[src/hw/rtl/command_slot_allocator_assert.svh]
// assertion macros for the command slot allocator rtl
// depends on nothing; included by files that carry concurrent checks
`ifndef COMMAND_SLOT_ALLOCATOR_ASSERT_SVH
`define COMMAND_SLOT_ALLOCATOR_ASSERT_SVH

// same-cycle implication
`define CSA_ASSERT_NOW(label, clk, rst_n, ante, cons, msg) \
    label: assert property (@(posedge clk) disable iff (!rst_n) (ante) |-> (cons)) \
        else $error(msg);

// next-cycle implication
`define CSA_ASSERT_NEXT(label, clk, rst_n, ante, cons, msg) \
    label: assert property (@(posedge clk) disable iff (!rst_n) (ante) |=> (cons)) \
        else $error(msg);

`endif

[src/hw/rtl/csa_pkg.sv]
// shared constants, command codes and control structs of the slot allocator
// depends on nothing
package csa_pkg;

    localparam int MAX_SLOTS_DEF = 128;
    localparam int CHUNK = 32;
    localparam int CHUNK_W = 5;
    localparam logic [7:0] SLOTS_RESET = 8'd128;

    localparam logic [2:0] CMD_ACQUIRE      = 3'd0;
    localparam logic [2:0] CMD_ACQUIRE_CTRL = 3'd1;
    localparam logic [2:0] CMD_RELEASE      = 3'd2;
    localparam logic [2:0] CMD_RELEASE_CTRL = 3'd3;
    localparam logic [2:0] CMD_CLEAR        = 3'd4;

    localparam logic REG_SLOTS_IN_USE = 1'b0;

    typedef struct packed {
        logic load;
        logic step;
        logic fin_acq;
        logic exec;
    } csa_cmd_t;

    typedef struct packed {
        logic hit;
        logic last_chunk;
    } csa_stat_t;

endpackage

[src/hw/rtl/csa_ctrl.sv]
// controller state machine of the slot allocator: sequences load, scan and execute
// depends on csa_pkg
module csa_ctrl (
    input  logic                clk,
    input  logic                rst_n,
    input  logic                start,
    input  logic                cmd_is_acq,
    input  csa_pkg::csa_stat_t  stat,
    output csa_pkg::csa_cmd_t   ctl,
    output logic                busy
);

    localparam logic [1:0] ST_IDLE = 2'd0;
    localparam logic [1:0] ST_SCAN = 2'd1;
    localparam logic [1:0] ST_EXEC = 2'd2;

    logic [1:0] state_reg;
    logic [1:0] state_next;

    always_comb
    begin
        state_next = state_reg;
        ctl = '0;
        unique case (state_reg)
            ST_IDLE:
            begin
                if (start)
                begin
                    ctl.load = 1'b1;
                    state_next = cmd_is_acq ? ST_SCAN : ST_EXEC;
                end
            end
            ST_SCAN:
            begin
                if (stat.hit || stat.last_chunk)
                begin
                    ctl.fin_acq = 1'b1;
                    state_next = ST_IDLE;
                end
                else
                begin
                    ctl.step = 1'b1;
                end
            end
            ST_EXEC:
            begin
                ctl.exec = 1'b1;
                state_next = ST_IDLE;
            end
            default:
            begin
                state_next = ST_IDLE;
            end
        endcase
    end

    always_ff @(posedge clk or negedge rst_n)
    begin
        if (!rst_n)
        begin
            state_reg <= ST_IDLE;
        end
        else
        begin
            state_reg <= state_next;
        end
    end

    assign busy = (state_reg != ST_IDLE);

endmodule

[src/hw/rtl/csa_datapath.sv]
// datapath of the slot allocator: busy map, flags, chunked first-free search, results
// depends on csa_pkg and command_slot_allocator_assert.svh
`include "command_slot_allocator_assert.svh"

module csa_datapath #(
    parameter int MAX_SLOTS = csa_pkg::MAX_SLOTS_DEF
) (
    input  logic                clk,
    input  logic                rst_n,
    input  csa_pkg::csa_cmd_t   ctl,
    output csa_pkg::csa_stat_t  stat,
    input  logic [2:0]          cmd,
    input  logic [6:0]          slot,
    input  logic [7:0]          slots_in_use,
    output logic                done,
    output logic                ok,
    output logic [6:0]          granted_slot,
    output logic                control_busy,
    output logic                configured
);

    localparam int NCHUNK = (MAX_SLOTS + csa_pkg::CHUNK - 1) / csa_pkg::CHUNK;
    localparam int CNT_W  = (NCHUNK > 1) ? $clog2(NCHUNK) : 1;
    localparam int IDX_W  = CNT_W + csa_pkg::CHUNK_W;
    localparam int PAD_W  = NCHUNK * csa_pkg::CHUNK;
    localparam int CMP_W  = (IDX_W > 8) ? IDX_W + 1 : 9;

    logic [2:0]                   cmd_reg;
    logic [6:0]                   slot_reg;
    logic [CNT_W-1:0]             chunk_reg;
    logic [CNT_W-1:0]             chunk_next;
    logic [MAX_SLOTS-1:0]         map_reg;
    logic [MAX_SLOTS-1:0]         map_next;
    logic                         ctrl_reg;
    logic                         ctrl_next;
    logic                         conf_reg;
    logic                         conf_next;
    logic                         ok_reg;
    logic                         ok_next;
    logic [6:0]                   granted_reg;
    logic [6:0]                   granted_next;
    logic                         done_reg;
    logic                         done_next;

    logic [PAD_W-1:0]             free_vec;
    logic [csa_pkg::CHUNK-1:0]    chunk_bits;
    logic [csa_pkg::CHUNK_W-1:0]  pos;
    logic [IDX_W-1:0]             idx;
    logic                         below;
    logic                         grant_ok;

    // padding past the map reads as busy
    always_comb
    begin
        free_vec = '0;
        free_vec[MAX_SLOTS-1:0] = ~map_reg;
    end

    assign chunk_bits = free_vec[{chunk_reg, {csa_pkg::CHUNK_W{1'b0}}} +: csa_pkg::CHUNK];

    // lowest set bit of the chunk
    always_comb
    begin
        pos = '0;
        for (int i = csa_pkg::CHUNK - 1; i >= 0; i--)
        begin
            if (chunk_bits[i])
            begin
                pos = csa_pkg::CHUNK_W'(i);
            end
        end
    end

    assign idx             = {chunk_reg, pos};
    assign stat.hit        = |chunk_bits;
    assign stat.last_chunk = (chunk_reg == CNT_W'(NCHUNK - 1));
    assign below           = (CMP_W'(idx) < CMP_W'(slots_in_use));
    assign grant_ok        = stat.hit && below;

    always_comb
    begin
        map_next     = map_reg;
        ctrl_next    = ctrl_reg;
        conf_next    = conf_reg;
        ok_next      = ok_reg;
        granted_next = granted_reg;
        done_next    = 1'b0;
        chunk_next   = chunk_reg;

        if (ctl.load)
        begin
            chunk_next = '0;
        end
        if (ctl.step)
        begin
            chunk_next = chunk_reg + CNT_W'(1);
        end

        if (ctl.fin_acq)
        begin
            done_next    = 1'b1;
            ok_next      = grant_ok;
            granted_next = grant_ok ? 7'(idx) : 7'd0;
            if (grant_ok)
            begin
                for (int i = 0; i < MAX_SLOTS; i++)
                begin
                    if (IDX_W'(i) == idx)
                    begin
                        map_next[i] = 1'b1;
                    end
                end
            end
        end

        if (ctl.exec)
        begin
            done_next    = 1'b1;
            granted_next = 7'd0;
            unique case (cmd_reg)
                csa_pkg::CMD_ACQUIRE_CTRL:
                begin
                    map_next[0] = 1'b1;
                    ok_next     = !ctrl_reg;
                    ctrl_next   = 1'b1;
                end
                csa_pkg::CMD_RELEASE:
                begin
                    for (int i = 0; i < MAX_SLOTS; i++)
                    begin
                        if (int'(slot_reg) == i)
                        begin
                            map_next[i] = 1'b0;
                        end
                    end
                    ok_next = 1'b1;
                end
                csa_pkg::CMD_RELEASE_CTRL:
                begin
                    ctrl_next = 1'b0;
                    conf_next = 1'b1;
                    ok_next   = 1'b1;
                end
                csa_pkg::CMD_CLEAR:
                begin
                    map_next = '0;
                    ok_next  = 1'b1;
                end
                default:
                begin
                    ok_next = 1'b0;
                end
            endcase
        end
    end

    always_ff @(posedge clk)
    begin
        if (ctl.load)
        begin
            cmd_reg  <= cmd;
            slot_reg <= slot;
        end
        chunk_reg   <= chunk_next;
        granted_reg <= granted_next;
    end

    always_ff @(posedge clk or negedge rst_n)
    begin
        if (!rst_n)
        begin
            map_reg  <= '0;
            ctrl_reg <= 1'b0;
            conf_reg <= 1'b0;
            ok_reg   <= 1'b0;
            done_reg <= 1'b0;
        end
        else
        begin
            map_reg  <= map_next;
            ctrl_reg <= ctrl_next;
            conf_reg <= conf_next;
            ok_reg   <= ok_next;
            done_reg <= done_next;
        end
    end

    assign done         = done_reg;
    assign ok           = ok_reg;
    assign granted_slot = granted_reg;
    assign control_busy = ctrl_reg;
    assign configured   = conf_reg;

    `CSA_ASSERT_NEXT(a_done_single, clk, rst_n, done_reg, !done_reg, "result strobe held twice")
    `CSA_ASSERT_NEXT(a_miss_fails, clk, rst_n, ctl.fin_acq && !stat.hit, !ok_reg, "acquire without free slot granted")
    `CSA_ASSERT_NOW(a_ctrl_grant, clk, rst_n, done_reg && ok_reg && cmd_reg == csa_pkg::CMD_ACQUIRE_CTRL, ctrl_reg, "control grant without flag")
    `CSA_ASSERT_NOW(a_ctrl_release, clk, rst_n, done_reg && cmd_reg == csa_pkg::CMD_RELEASE_CTRL, conf_reg && !ctrl_reg, "control release flags wrong")

endmodule

[src/hw/rtl/command_slot_allocator.sv]
// command slot allocator: an item is taken when start is high and busy low. an
// acquire scans the busy map 32 slots a cycle for the lowest free slot and stops at
// the first chunk that holds one (at most ceil(MAX_SLOTS / 32) chunks); done is then
// registered from that chunk. every other command passes through the execute state
// before done. busy falls in the strobe cycle, so a new item may be taken there.
// done is high for exactly one cycle and the receiver cannot stall it.
// slots_in_use sits at apb byte address 0, reset 128.
// depends on csa_pkg, csa_ctrl, csa_datapath
module command_slot_allocator #(
    parameter int MAX_SLOTS = csa_pkg::MAX_SLOTS_DEF
) (
    input  logic        clk,
    input  logic        rst_n,
    input  logic        start,
    output logic        busy,
    input  logic [2:0]  cmd,
    input  logic [6:0]  slot,
    output logic        done,
    output logic        ok,
    output logic [6:0]  granted_slot,
    output logic        control_busy,
    output logic        configured,
    input  logic        psel,
    input  logic        penable,
    input  logic        pwrite,
    input  logic [2:0]  paddr,
    input  logic [31:0] pwdata,
    output logic [31:0] prdata,
    output logic        pready
);

    csa_pkg::csa_cmd_t  ctl;
    csa_pkg::csa_stat_t stat;
    logic [7:0]         slots_reg;
    logic               wr_en;

    assign pready = 1'b1;
    assign wr_en  = psel && penable && pwrite && (paddr[2] == csa_pkg::REG_SLOTS_IN_USE);

    always_ff @(posedge clk or negedge rst_n)
    begin
        if (!rst_n)
        begin
            slots_reg <= csa_pkg::SLOTS_RESET;
        end
        else if (wr_en)
        begin
            slots_reg <= pwdata[7:0];
        end
    end

    always_comb
    begin
        prdata = '0;
        if (paddr[2] == csa_pkg::REG_SLOTS_IN_USE)
        begin
            prdata = {24'd0, slots_reg};
        end
    end

    csa_ctrl u_ctrl (
        .clk        (clk),
        .rst_n      (rst_n),
        .start      (start),
        .cmd_is_acq (cmd == csa_pkg::CMD_ACQUIRE),
        .stat       (stat),
        .ctl        (ctl),
        .busy       (busy)
    );

    csa_datapath #(
        .MAX_SLOTS (MAX_SLOTS)
    ) u_datapath (
        .clk          (clk),
        .rst_n        (rst_n),
        .ctl          (ctl),
        .stat         (stat),
        .cmd          (cmd),
        .slot         (slot),
        .slots_in_use (slots_reg),
        .done         (done),
        .ok           (ok),
        .granted_slot (granted_slot),
        .control_busy (control_busy),
        .configured   (configured)
    );

endmodule

[config.mk]
export PLATFORM = sky130hd
export DESIGN_NAME = command_slot_allocator
export DESIGN_NICKNAME = d
export VERILOG_FILES = /design/src/hw/rtl/csa_pkg.sv /design/src/hw/rtl/csa_ctrl.sv /design/src/hw/rtl/csa_datapath.sv /design/src/hw/rtl/command_slot_allocator.sv
export VERILOG_INCLUDE_DIRS = /design/src /design/src/hw/rtl
export SDC_FILE = /design/constraint.sdc
export NUM_CORES = 1
export LEC_CHECK = 0
export BUFFER_PORTS_ARGS = -buffer_cell sky130_fd_sc_hd__buf_2
export CAP_MARGIN = 25
export CORE_ASPECT_RATIO = 1.75
export CORE_MARGIN = 1.5
export CORE_UTILIZATION = 65
export DETAILED_ROUTE_END_ITERATION = 7
export HOLD_SLACK_MARGIN = 0.03
export PLACE_DENSITY = 0.86
export REMOVE_ABC_BUFFERS = 1
export SLEW_MARGIN = 15
export SYNTH_ARGS = -nofsm -noshare
export SYNTH_HDL_FRONTEND = slang
export SYNTH_HIERARCHICAL = 1
export SYNTH_SLANG_ARGS = --single-unit
[constraint.sdc]
create_clock -name clk -period 13.95 [get_ports clk]
set_input_delay 1.395 -clock clk [delete_from_list [all_inputs] [get_ports clk]]
set_output_delay 1.395 -clock clk [all_outputs]
set_load 0.02 [all_outputs]
==> results of run 1 <==
[layout make-up]
| cell class | count | area (um2) |
|---|---|---|
| Sequential cell | 161 | 4060 |
| Tap cell | 183 | 229 |
| Clock inverter | 12 | 97.6 |
| Fill cell | 1068 | 4180 |
| Timing Repair Buffer | 65 | 397 |
| Clock buffer | 20 | 457 |
| Inverter | 73 | 274 |
| Multi-Input combinational cell | 712 | 5150 |
[final timing paths]
| kind | to | cells past startpoint | slack, ps |
|---|---|---|---|
| min in group asynchronous | u_ctrl/state_reg[0] | 1 | 980 |
| max reg2reg | u_datapath/map_reg[105] | 16 | 8550 |
| max | u_datapath/map_reg[105] | 16 | 8550 |
| min reg2reg | u_datapath/granted_slot[1] | 1 | 470 |
| max in group asynchronous | u_datapath/map_reg[121] | 2 | 11560 |
| min | u_datapath/granted_slot[1] | 1 | 470 |
[metrics by stage]
step	utilization (%)	cell area [um2]	worst slack, ps	hold WS [ps]
after CTS	71.7	10600	8670	469
after global placement	68.0	10100	8780	449
after detailed placement	68.0	10100	8730	454
after global routing	71.9	10700	8430	493
after floorplan	-	9440	4550	441
final	71.9	10700	8550	465
[report_power, final]
part           switching (mW)  total [mW]  leakage [nW]  internal, mW
Clock                   0.204       0.446         0.270         0.241
Combinational          0.0913       0.128          1.75        0.0370
Sequential             0.0105       0.495          2.13         0.485
Total                   0.306        1.07          4.15         0.763
[cells in the final DEF, fill, tap and decap left out, types with 8 or more instances in the layout]
cell	instances
a21oi_1	12
a221oi_1	27
a221oi_2	11
a22oi_1	18
a2bb2oi_1	47
and2b_2	8
buf_2	43
buf_4	20
clkbuf_16	17
conb_1	25
dfrtp_1	141
edfxtp_1	12
inv_1	72
mux2_2	8
mux4_1	13
mux4_2	20
nand2_1	67
nand3_1	24
nand3b_1	11
nand4_1	15
nor2_1	59
nor2b_1	10
nor3_1	19
nor4_1	44
o2111ai_1	13
o21ai_0	152
[metal layers]
| layer | track usage [%] | up-vias | wire (um) |
|---|---|---|---|
| met5 | 0 | - | 12 |
| met4 | 25.7 | 2 | 2300 |
| met1 | 49.9 | 4278 | 10200 |
| met3 | 10.9 | 217 | 3470 |
| met2 | 60.0 | 757 | 14400 |
| li1 | - | 3844 | - |
[logic make-up (layout without fill, tap and decap cells)]
kind of cell	after synthesis	after routing	synth area share (%)
AOI/OAI and AO/OA	329	329	23.5
xor gates and xnor gates	1	1	0.0888
adders and majority gates	7	7	0.888
buffers and inverters	171	170	7.94
DFF	161	161	41.1
muxes	41	41	8.94
other	2	25	0.0761
and+or+nand+nor	309	309	17.4
==> metrics.md, run 1 <==
| Metric | Value |
|---|---|
| Count leader, synth | o21ai_0 |
| Yosys top cell by area | dfrtp_1 |
| Ys Warns | 6 |
| Fmax | 0.185 GHz |
| Post-synth EDFFs | 12 |
| Ys async rst share | 88.2% |
| Synth unique cells | 78 |
| Total GRT Usage | 39.9% |
| Seq/Total Area, Yosys | 41.1% |
| Die Y | 166 um |
| Skew-Pair Late Insertion Delay | 430 ps |
| PortBufs | 44 |
| Hold path startpoint | u_datapath/granted_slot[1] |
| Root buffer cell | clkbuf_16 |
| CP top delay family | compound AO/OA/AOI/OAI gates |
| Netlist Area Pre-Place | 9870 um2 |
| DRC viols | 0 |
| Synth area leaders | dfrtp_1, o21ai_0, mux4_2 |
| Max-slew violation count | 0 |
| First-pass GRT wire length | 48100 um |
| Final Hold Viols | 0 |
| Via count of the first global-routing pass | 8957 |
| IO Count | 96 |
| CP Class | register to register |
| Syn Inst Count | 1021 |
| ANT nets after route | 0 |
| Max rail drop VDD | 0.0779 mV |
| Vias | 9098 |
| Share of the synthesized area in the top cell type | 35.8% |
| RSZ-0062 raised after global routing | false |
| Post-CTS Hold Fix Bufs | 0 |
| Longest Clk Path Bufs | 2 |
| Max_cap viols | 0 |
| Most frequent cells after synthesis | o21ai_0, dfrtp_1, inv_1 |
| WP data required | 14280 ps |
| Pwr/cell area | 100 nW/um2 |
| Setup tns final | 0 ps |
| Worst path arrival time | 5720 ps |
| First-pass detailed-route iteration total | 6 |
| Reg clk slew, reported paths | 70 ps |
| Nets | 1088 |
| Main synth FF type | dfrtp_1 |
| Setup bufs post-CTS | 0 |
| Max FFs per register | 128 |
| Final setup viols | 0 |
| Grt total ovfl | 0 |
| Crit-path max FO | 27 |
| Post-DR vias/cell | 7.42 |
| Initial antenna violation count | 1 |
| DPL Wire Length | 19100 um |
| Largest net degree at the start of global routing | 129 |
| Share of layout cells above drive strength 1 | 16.5% |
| Inserted Diodes | 0 |
| Core Box Area | 14800 um2 |
| Initial core utilization | 66.5% |
| Dpl cells | 1193 |
| Worst-Margin Slew | 1180 ps |
| Syn_area_per_cell | 9.66 um2 |
| CP max-delay cell | mux4_1 |
| H-tree Lvls | 4 |
| Crit. End Element | register |
| Period minus WS final | 5400 ps |
| Num Clock Sinks | 161 |
| Min-Delay Path Class | register to register |
| Post_cts resized | 0 |
| Violation count after the first detailed-route iteration | 1403 |
| CTS Buf Count | 17 |
| Lkg Pwr | 4.15 nW |
| Final Wtd Congestion | 1.03 |
| Total power | 1.07 mW |
| CP dominant cell by count | buf_4 |
| R2r startpoint | u_datapath/chunk_reg[0] |
| Die ar. | 16000 um2 |
| Post-Layout Cell Count | 1226 |
| Tcrit/Tclk final | 38.7% |
| Final wirelength | 30400 um |
| Crit path from | u_datapath/chunk_reg[0] |
| CTS tree | yes |
| Status | completed |
| Clk_skew | 10.6 ps |
| FP Rows | 59 |
| Drt wl/cell | 24.8 um |
| CP peak stage delay | 760 ps |
| Post-synthesis register bit count | 161 |
| Synth-to-layout area growth | 8.06% |
| Critical path buffers and inverters | 3 |
| Rel. slew slack | 20.8% |
| CP startpoint kind | register |
| Die width | 96.1 um |
| CP Cell Sequence | buf_4 > mux4_1 > nand2_1 > a311oi_1 > o311a_1 > nor3_1 > buf_4 > ha_1 > nor2b_1 > o21a_1 > o21a_1 > o21ai_0 > o31ai_4 > buf_4 > or4_4 > a221oi_2 |
(Power assumes the default switching activity.)
==> run 2, diff against run 1 <==
Settings changed: ABC_AREA set to 1, CORE_UTILIZATION 65 to 55, PLACE_DENSITY 0.86 to 0.77.
Clock period 13.95 ns to 4.8 ns, I/O delays scaled along.
==> run 2 against run 1 <==
Compared with the run above:
- clock skew down 2.0 ps
- sequential share of layout area decreased by 4.9 points
- global-route usage is 7.3 points lower
- first-iteration DRC count decreased by 18%
- power grew to 3.4 times the previous value
- cell count up 45%
- worst hold slack worse by 250 ps
- critical path type unchanged
- critical endpoint is now u_datapath/map_reg[123]
- largest cell class unchanged
- highest routed layer is now met4
==> metrics.md, run 2 <==
| Metric | Value |
|---|---|
| CTS tree | yes |
| Count leader, synth | nor2_1 |
| M2 GR Usage | 54.9% |
| Syn_area_per_cell | 7.43 um2 |
| Max FFs per register | 128 |
| Max_cap viols | 0 |
| Reg clk slew, reported paths | 70 ps |
| Longest Clk Path Bufs | 2 |
| Max rail drop VDD | 0.302 mV |
| Most frequent cells after synthesis | nor2_1, inv_1, a21oi_1 |
| Critical path buffers and inverters | 1 |
| CP max-delay cell | buf_4 |
| Fmax | 0.225 GHz |
| Skew-Pair Late Insertion Delay | 430 ps |
| Switch share | 32.2% |
| Syn Inst Count | 1519 |
| Min setup slack post-route | 347 ps |
| Synth area leaders | dfrtp_1, nor2_1, nand3_2 |
| Yosys top cell by area | dfrtp_1 |
| Worst-Margin Slew | 1130 ps |
| Core Util, Final | 60.6% |
| Ys async rst share | 88.2% |
| Seq/Total Area, Yosys | 35.9% |
| Clk_skew | 8.62 ps |
| Violation count after the first detailed-route iteration | 1152 |
| WP data required | 5170 ps |
| Share of total power in the clock network | 41.3% |
| RSZ-0062 raised after global routing | false |
| Vias | 10690 |
| CP dominant cell by count | nand2_1 |
| Die ar. | 21400 um2 |
| Max-slew violation count | 0 |
| Via count of the first global-routing pass | 10186 |
| CTS Buf Count | 17 |
| Crit path from | u_datapath/chunk_reg[1] |
| Post-DR vias/cell | 6.01 |
| Tcrit/Tclk final | 92.8% |
| FP Rows | 69 |
| Setup tns final | 0 ps |
| Core Box Area | 20200 um2 |
| Comb power frac | 18.6% |
| Met1 GRT Util | 37.4% |
| Grt peak-use layer | met2 |
| Status | completed |
| Met3 usage | 5.31% |
| Grt total ovfl | 0 |
| R2r startpoint | u_datapath/chunk_reg[1] |
| H-tree Lvls | 4 |
| Crit-path max FO | 36 |
| Inserted Diodes | 0 |
| Commonest non-fill, non-tap cell in the layout | nor2_1 |
| PortBufs | 44 |
| Root buffer cell | clkbuf_16 |
| CP Class | register to register |
| Int Pwr | 2.44 mW |
| Num Clock Sinks | 161 |
| Total power | 3.59 mW |
| Final Hold Viols | 0 |
| Final setup viols | 0 |
| Initial antenna violation count | 0 |
| Setup bufs post-CTS | 0 |
| Hold Slack | 219 ps |
| Ys Warns | 6 |
| Die Y | 193 um |
| First-pass detailed-route iteration total | 6 |
| Nets | 1577 |
| IO Count | 96 |
| Drt wl/cell | 19.6 um |
| Hold path startpoint | slot[0] |
| Share of layout cells above drive strength 1 | 22.2% |
| Lkg Pwr | 5.19 nW |
| Crit. End Element | register |
| Main synth FF type | dfrtp_1 |
| CP startpoint kind | register |
| Post-synthesis register bit count | 161 |
| Netlist Area Pre-Place | 11300 um2 |
| Final Wtd Congestion | 0.986 |
| ANT nets after route | 0 |
| Synth-to-layout area growth | 8.39% |
| Initial core utilization | 55.9% |
| Rel. slew slack | 24.7% |
| Synth unique cells | 40 |
| Psw | 1.15 mW |
| Die width | 111 um |
| CP peak stage delay | 500 ps |
| Min-Delay Path Class | input port to register |
| DRC viols | 0 |
| Period minus WS final | 4450 ps |
| Post-place setup slack | 449 ps |
| First-pass GRT wire length | 54200 um |
| Pwr/cell area | 293 nW/um2 |
| Seq pwr share | 40.0% |
| Final wirelength | 34900 um |
| Largest net degree at the start of global routing | 103 |
| CP top delay family | simple AND/OR/NAND/NOR gates |
| Post-synth EDFFs | 12 |
| Share of the synthesized area in the top cell type | 31.3% |
| DPL Wire Length | 20600 um |
| Worst path arrival time | 4820 ps |
| Commonest cells after routing, fill and taps aside | nor2_1, inv_1, a21oi_1, dfrtp_1, nand2_1 |
| Total GRT Usage | 32.6% |
## run 2: logic make-up (layout without fill, tap and decap cells)
group                    after synthesis  in the layout  share of synthesized area, %
AO/OA/AOI/OAI                        370            370                          20.4
adder cells (fa/ha/maj)                7              7                         0.776
buffers and inverters                299            288                          13.3
flip-flops                           161            161                          35.9
other                                  2             25                        0.0665
AND/OR/NAND/NOR                      680            681                          29.5
## run 2: layer usage
metal | wire length, um | up-vias
met4 | 2760 | 0
met5 | 0 | -
met2 | 16900 | 645
li1 | - | 4867
met1 | 12100 | 4996
met3 | 3100 | 182
## run 2: final timing paths
check	endpoint	slack [ps]	depth (start not counted)
min in group asynchronous	u_datapath/map_reg[111]	460	2
worst min register to register	u_datapath/configured	460	1
worst max register to register	u_datapath/map_reg[123]	350	39
max in group asynchronous	u_datapath/map_reg[18]	3000	4
worst max-delay path	u_datapath/map_reg[123]	350	39
worst min-delay path	u_datapath/slot_reg[0]	220	1
## run 2: power groups by stage
stage / clock network, mW / logic, mW / registers [mW]
2_1_floorplan: 0 / 0.396 / 1.47
3_3_place_gp: 0 / 0.628 / 1.46
3_5_place_dp: 0 / 0.635 / 1.46
4_1_cts: 1.50 / 0.638 / 1.44
5_1_grt: 1.55 / 0.713 / 1.44
6_report: 1.48 / 0.669 / 1.44
## run 2: worst reg2reg max path: cells and delay by family (launching register included)
family,cells,cell delay (ps)
DFF,1,370
buffers and inverters,1,500
and+or+nand+nor,37,3380
AOI/OAI and AO/OA,1,150
## run 2: stage by stage
step | cells | instance area, um2
floorplan | 1424 | 10600
detailed placement | 1742 | 11500
finish | 1780 | 12200
CTS | 1774 | 12100
global route | 1780 | 12200
global placement | 1741 | 11500
## run 2: area by class of cell
class	count	area (um2)
tap	248	310
sequential	161	4060
inverter	181	684
timing repair buffer	75	612
clock inverter	14	189
clock buffer	18	450
fill	1787	7960
multi-input combinational	1083	5940
## run 2: repair_timing
action / CTS / global route
hold endpoints to repair: 0 / 20
hold buffers: 0 / 1
endpoints found under the setup margin: 0 / 11
resized for setup: 0 / 2
